File: src/hdl/mrb_pkg.sv
// Shared types, codes and saturation helpers for the modal resonator bank.
package mrb_pkg;

	localparam int MODES_DEF   = 16;
	localparam int INPUTS_DEF  = 4;
	localparam int OUTPUTS_DEF = 4;

	localparam logic [1:0] CMD_WRITE  = 2'd0;
	localparam logic [1:0] CMD_SAMPLE = 2'd1;
	localparam logic [1:0] CMD_READ   = 2'd2;

	localparam logic [3:0] SEL_COS  = 4'd0;
	localparam logic [3:0] SEL_SINR = 4'd1;
	localparam logic [3:0] SEL_NSIN = 4'd2;
	localparam logic [3:0] SEL_FPOS = 4'd3;
	localparam logic [3:0] SEL_FVEL = 4'd4;
	localparam logic [3:0] SEL_INC  = 4'd5;
	localparam logic [3:0] SEL_OBS  = 4'd6;
	localparam logic [3:0] SEL_POS  = 4'd7;
	localparam logic [3:0] SEL_VEL  = 4'd8;

	// ring pass codes
	localparam logic [3:0] PASS_ACC = 4'd0;
	localparam logic [3:0] PASS_TP1 = 4'd1;
	localparam logic [3:0] PASS_TP2 = 4'd2;
	localparam logic [3:0] PASS_TV1 = 4'd3;
	localparam logic [3:0] PASS_TV2 = 4'd4;
	localparam logic [3:0] PASS_PX  = 4'd5;
	localparam logic [3:0] PASS_PC  = 4'd6;
	localparam logic [3:0] PASS_VX  = 4'd7;
	localparam logic [3:0] PASS_VC  = 4'd8;
	localparam logic [3:0] PASS_OBS = 4'd9;

	typedef logic signed [17:0] coef_t;
	typedef logic signed [55:0] osum_t;

	typedef struct packed {
		logic [1:0]         cmd;
		logic [3:0]         table_select;
		logic [5:0]         row;
		logic [5:0]         column;
		logic signed [31:0] write_value;
		logic signed [15:0] sample;
		logic               last_element;
	} in_word_t;

	typedef struct packed {
		logic               kind;
		logic [5:0]         index;
		logic signed [31:0] result_value;
		logic               last;
	} out_word_t;

	typedef struct packed {
		logic signed [31:0] pos;
		logic signed [31:0] vel;
		logic signed [47:0] acc;
		logic signed [51:0] tp;
		logic signed [51:0] tv;
		coef_t              c_cos;
		coef_t              c_sinr;
		coef_t              c_nsin;
		coef_t              c_fpos;
		coef_t              c_fvel;
	} mode_t;

	typedef struct packed {
		logic [3:0]         sel;
		logic [5:0]         addr;
		logic signed [31:0] value;
	} wr_t;

	function automatic coef_t sat_coef(input logic signed [31:0] v);
		coef_t r;
		if (v > 32'sd131071) r = 18'sh1ffff;
		else if (v < -32'sd131072) r = 18'sh20000;
		else r = v[17:0];
		return r;
	endfunction

	function automatic logic signed [31:0] sat32(input logic signed [63:0] x);
		logic signed [31:0] r;
		if (x > 64'sd2147483647) r = 32'sh7fffffff;
		else if (x < -64'sd2147483648) r = 32'sh80000000;
		else r = x[31:0];
		return r;
	endfunction

	function automatic logic signed [47:0] sat48(input logic signed [48:0] x);
		logic signed [47:0] r;
		if (x[48] != x[47]) r = x[48] ? {1'b1, 47'd0} : {1'b0, {47{1'b1}}};
		else r = x[47:0];
		return r;
	endfunction

endpackage

File: src/hdl/mrb_cell.sv
// One mode cell of the ring: state, coefficients, incident row, observation column.
module mrb_cell import mrb_pkg::*; #(
	parameter int INPUTS  = INPUTS_DEF,
	parameter int OUTPUTS = OUTPUTS_DEF
) (
	input  logic  clk,
	input  logic  arst_n,
	input  logic  shift,
	input  mode_t d_in,
	input  coef_t inc_in [INPUTS],
	input  coef_t obs_in [OUTPUTS],
	input  logic  wr_en,
	input  wr_t   wr,
	output mode_t q,
	output coef_t inc_q [INPUTS],
	output coef_t obs_q [OUTPUTS]
);

	mode_t st_q;
	coef_t wc;

	assign q  = st_q;
	assign wc = sat_coef(wr.value);

	always_ff @(posedge clk or negedge arst_n) begin
		if (!arst_n) begin
			st_q <= '0;
		end else if (shift) begin
			st_q <= d_in;
		end else if (wr_en) begin
			case (wr.sel)
				SEL_COS:  st_q.c_cos  <= wc;
				SEL_SINR: st_q.c_sinr <= wc;
				SEL_NSIN: st_q.c_nsin <= wc;
				SEL_FPOS: st_q.c_fpos <= wc;
				SEL_FVEL: st_q.c_fvel <= wc;
				SEL_POS:  st_q.pos    <= wr.value;
				SEL_VEL:  st_q.vel    <= wr.value;
				default: ;
			endcase
		end
	end

	// matrix entries travel with the cell; no reset
	always_ff @(posedge clk) begin
		if (shift) begin
			inc_q <= inc_in;
			obs_q <= obs_in;
		end else if (wr_en) begin
			for (int j = 0; j < INPUTS; j++)
				if (wr.sel == SEL_INC && wr.addr == 6'(j)) inc_q[j] <= wc;
			for (int j = 0; j < OUTPUTS; j++)
				if (wr.sel == SEL_OBS && wr.addr == 6'(j)) obs_q[j] <= wc;
		end
	end

endmodule

File: config.mk
export PLATFORM = sky130hd
export DESIGN_NAME = mrb_cell
export DESIGN_NICKNAME = d
export VERILOG_FILES = /design/src/hdl/mrb_pkg.sv /design/src/hdl/mrb_cell.sv
export SDC_FILE = /design/constraint.sdc
export NUM_CORES = 1
export LEC_CHECK = 0
export BUFFER_PORTS_ARGS = -buffer_cell sky130_fd_sc_hd__clkbuf_2
export CAP_MARGIN = 20
export CORE_AREA = 2 2 373 375
export CTS_CLUSTER_SIZE = 20
export DETAILED_ROUTE_END_ITERATION = 8
export DIE_AREA = 0 0 375 377
export HOLD_SLACK_MARGIN = 0.05
export PLACE_DENSITY_LB_ADDON = 0.12
export SYNTH_ARGS = -nofsm -noshare
export SYNTH_HDL_FRONTEND = slang
export SYNTH_SLANG_ARGS = --single-unit
File: constraint.sdc
create_clock -name clk -period 2.2 [get_ports clk]
set_clock_uncertainty 0.1 [all_clocks]
set_input_delay 0.11 -clock clk [delete_from_list [all_inputs] [get_ports clk]]
set_output_delay 0.11 -clock clk [all_outputs]
set_load 0.01 [all_outputs]
== Word-level counts from Yosys, hierarchy flattened ==
Index checks and enable logic that the tools add are counted.
Storage, ports and cells
  register bits after elaboration: 450
  bits in latches: 0
  memory bits (writable): 0
  memory bits (read-only): 0
  memories kept: 0
Cells by class
  add/sub/neg operators: 0
  multipliers: 0
  divide/modulo/power cells: 0
  magnitude comparators: 2
  eq/ne operators: 11
  shift-type cells: 0
  multiplexer cells: 25
  bitwise logic cells: 0
  reductions and logical operators: 41
Operators with widths (count)
  72-bit 2-to-1 mux: 4
  18-bit 2-to-1 mux: 15
  90-bit 2-to-1 mux: 2
  64-bit 2-to-1 mux: 2
  32-bit 2-to-1 mux: 2
  32-bit by 18-bit greater-than comparator with 1-bit output, second input constant: 1
  32-bit by 18-bit less-than comparator with 1-bit output, second input constant: 1
  2-bit nonzero test: 16
  2-bit AND reduction: 15
  4-bit by 3-bit equality test with 1-bit output, second input constant: 4
  6-bit by 2-bit equality test with 1-bit output, second input constant: 2
  4-bit by 2-bit equality test with 1-bit output, second input constant: 2
  1-bit logical AND: 8
  6-bit by 1-bit equality test with 1-bit output, second input constant: 1
  6-bit logical NOT: 1
  4-bit by 1-bit equality test with 1-bit output, second input constant: 1
  4-bit equality test, second input constant: 1
  4-bit logical NOT: 1

== Logic depth before layout (Yosys ltp) ==
  depth after elaboration: 6
  depth in mapped cells: 8
  gate-level depth less buffers: 4

== Least setup slack after synthesis ==
OpenSTA, ideal clock, no wires.
  path type: input to register
  from: input port shift
  to: register obs_q[0] in the netlist's numbering (enable)
  arrival time: 1469 ps
  required time: 1725 ps
  slack: 256 ps
  stages on the path: 5
  path buffers: 4
  cell sequence: buf_2 > buf_2 > clkbuf_1 > clkbuf_1 > a41o_1
Between the ends
  cells in the longest elaborated chain, start to end: 2
  elaborated cells on any way between the ends: 3
  classes of those cells: reduce/logical (3)
RTL lines
  start, declared: line mrb_cell.sv:8  | input logic shift,
  2-bit nonzero test (no line)
  2-bit AND reduction (no line) (*)
  end signal, assigned: line mrb_cell.sv:48  | obs_q <= obs_in;
  end signal, assigned by index: line mrb_cell.sv:53  | if (wr.sel == SEL_OBS && wr.addr == 6'(j)) obs_q[j] <= wc;
  end, declared: line mrb_cell.sv:16  | output coef_t obs_q [OUTPUTS]
Mark *: on every way between the ends. The rest lies on a longest branch, timed or not.
A chain may end at the register's enable or synchronous reset.

== Worst setup path after layout ==
  from: input port wr_en
  to: register st_q, in the netlist q[28]
Between the ends
  cells in the longest elaborated chain, start to end: 2
RTL lines
  start, declared: line mrb_cell.sv:12  | input logic wr_en,
  2-bit nonzero test (no line)
  2-bit AND reduction (no line)
  end signal, assigned: line mrb_cell.sv:29  | st_q <= d_in;
  end, declared: line mrb_cell.sv:19  | mode_t st_q;
Every way passes these cells.

==> run summary <==
outcome - completed
DR DRC count - 0
CTS Buffer Depth - 3
Slew @ Worst Pin - 0.722 ns
Starting Density - 0.133
internal power - 18.9 mW
crit path kind - in2reg
number of top-level pins - 946
die span in x - 375 um
DP HPWL - 86400 um
yosys warns - 0
Skew-Pair Late Insertion Delay - 0.65 ns
Largest delay share family, worst path - buffers and inverters
cell area after synthesis - 18300 um^2
# Max-Cap Violations - 0
crit share post-route - 0.987
Sw Share - 0.288
area growth from synthesis to layout - 95.0%
crit path from - wr_en
Crit path top cell by count - dlygate4sd3_1
Final Worst Setup Slack - 0.0287 ns
largest net degree at the start of global routing - 97
final wirelength - 114000 um
commonest cells after routing, fill and taps aside - clkbuf_2 (943), dlygate4sd3_1 (706), nand2_1 (367)
vias in the first global route - 20700
Hold Violations, Final - 0
routability cong. - 0.817
Switching Power - 7.63 mW
Worst Path Arrival - 2.66 ns
Critical Path Start Type - input port
syn_nets - 1938
Setup Total Neg Slack - 0 ns
Seq/Total Area, Yosys - 0.656
WL per Instance - 22.7 um
initial antenna violation count - 33
CP peak stage delay - 0.58 ns
FF+latch count, synth - 450
Overflow after GRT - 0
cell count after synthesis - 1442
clock share of power - 0.419
Worst Path Max Fanout - 18
library cells used by synthesis - 34
CTS tree - yes
critical path's slowest cell - dlygate4sd3_1
RSZ-0062 raised after global routing - true
Detailed Routing Iterations Pass 1 - 4
WP buf/inv - 5
Vias/cell - 3.80
clk root buf - clkbuf_16
Worst EP required - 2.69 ns
CORE AREA - 137000 um^2
Hold WC Path Type - in2async
DP Worst Slack - -0.222 ns
r2r startpoint - q[32]
Worst-path clk slew - 0.06 ns
Die Y-Extent - 377 um
Fillers - 14700
Fmax - 0.461 GHz
nets - 3658
minimum clock period - 2.17 ns
Vias - 19100
total track usage - 0.156
row cnt - 136
CTS buffer count - 66
CTS Sinks - 450
die area - 141000 um^2
syn_area_per_cell - 12.7 um^2
most common cell after layout, fill and taps aside - clkbuf_2
Cell Pwr Density - 745 nW/um^2
CTS H-tree depth - 3
antenna violation net count after detailed routing - 0
Buffers on Ports - 945
Max IR drop VDD - 0.000479 V
Comb power frac - 0.201
crit-path cells - dlygate4sd3_1 > clkbuf_2 > a31oi_4 > buf_12 > a22oi_1 > dlygate4sd3_1 > o211ai_1 > dlygate4sd3_1
crit path capture type - flop
Seq pwr share - 0.379
# setup viols final - 0
Final Max Tran Viols - 0
first-pass GRT wire length - 156000 um
Leak - 16.5 nW
slew margin rel. - 0.514
Iter 0 DRT Violations - 892
layout cells sized above 1 - 0.414
-- registers in the layout (all words and copies together) (netlist names) --
name and cells:
inc_q 72, obs_q 72, q 306
-- through the flow --
stage | hold WS (ns) | utilization | instance area [um^2] | instances | total power [mW]
5_1_grt | 0.0620 | 0.260 | 35600 | 5009 | 27.8
3_5_place_dp | 0.0121 | 0.191 | 26200 | 4176 | 14.4
4_1_cts | 0.0501 | 0.259 | 35500 | 4997 | 27.0
3_3_place_gp | 0.0143 | 0.191 | 26200 | 4176 | 14.4
2_1_floorplan | -0.286 | - | 18300 | 1442 | 11.6
6_report | 0.0786 | 0.260 | 35600 | 5015 | 26.5
-- kinds of logic (layout without fill, tap and decap cells) --
group / Yosys count / count (layout) / synth area share
DFF: 450 / 450 / 0.656
muxes: 216 / 216 / 0.129
other: 0 / 13 / 0
and+or+nand+nor: 401 / 401 / 0.0868
buffers and inverters: 99 / 1865 / 0.0240
AOI/OAI and AO/OA: 276 / 276 / 0.104
-- synth_stat cells, drive strengths merged --
master	number	share of area
nand2b	6	0.0021
o41ai	1	0.0015
a21oi	20	0.0063
a21o	2	0.00082
nand2	371	0.076
nand3	3	0.00082
nand4b	1	0.0013
nor4	4	0.0014
a31oi	2	0.0010
clkbuf	58	0.012
edfxtp	144	0.24
a41o	2	0.0011
dfrtp	306	0.42
a22oi	90	0.037
o211ai	85	0.035
mux2	152	0.094
o21ai	69	0.019
a41oi	1	0.00048
mux2i	64	0.035
nor3	3	0.00082
nor2	5	0.0010
nor2b	1	0.00034
nand4	2	0.00069
nor3b	2	0.00082
and3b	1	0.00048
a31o	4	0.0019
or4	1	0.00041
buf	41	0.012
or2	1	0.00034
-- power groups by stage --
stage	Sequential, mW	Clock [mW]	Combinational, mW
finish	10.1	11.1	5.34
global route	10.1	11.9	5.76
CTS	10.1	11.6	5.43
detailed placement	10.2	0	4.16
global placement	10.2	0	4.14
floorplan	10.5	0	1.11
-- path summary, 6_finish.rpt --
| path | endpoint | slack [ns] | cells past startpoint |
|---|---|---|---|
| worst min-delay path | q[206] | 0.08 | 3 |
| worst min register to register | q[122] | 0.40 | 1 |
| min in group clk | inc_q[51] | 0.08 | 4 |
| worst max register to register | q[32] | 0.20 | 4 |
| max in group asynchronous | q[263] | 1.41 | 3 |
| worst max-delay path | q[28] | 0.03 | 8 |
-- worst reg2reg max path, delay by kind of cell, from the launching register on --
family / cells / cell delay (ns)
flops: 1 / 0.41
buf+inv: 2 / 1.15
compound gates: 2 / 0.23
-- cell type report --
type                    instances  area, um^2  share of cell area
diodes                         13        32.5            0.000914
clock buffers                  84        1860              0.0523
clock inverters                30         375              0.0105
multi-input cells             893        5950               0.167
flip-flops and latches        450       12000               0.337
well taps                    1794        2240              0.0631
repair buffers               1751       13200               0.369
-- metal layers --
layer	routed length, um	vias up	share of wire	track usage
met5	264	-	0.0023	0
met4	3620	42	0.032	0.0597
met3	7590	170	0.067	0.0422
met2	55700	752	0.49	0.267
met1	46500	9456	0.41	0.187
li1	-	8649	-	-
-- timing repair --
action,in CTS,in global routing
hold buffers,707,0
resized for setup,0,6
setup buffers,0,4
setup endpoints to repair,0,48
endpoints found under the hold margin,865,0
(Power assumes the default switching activity.)
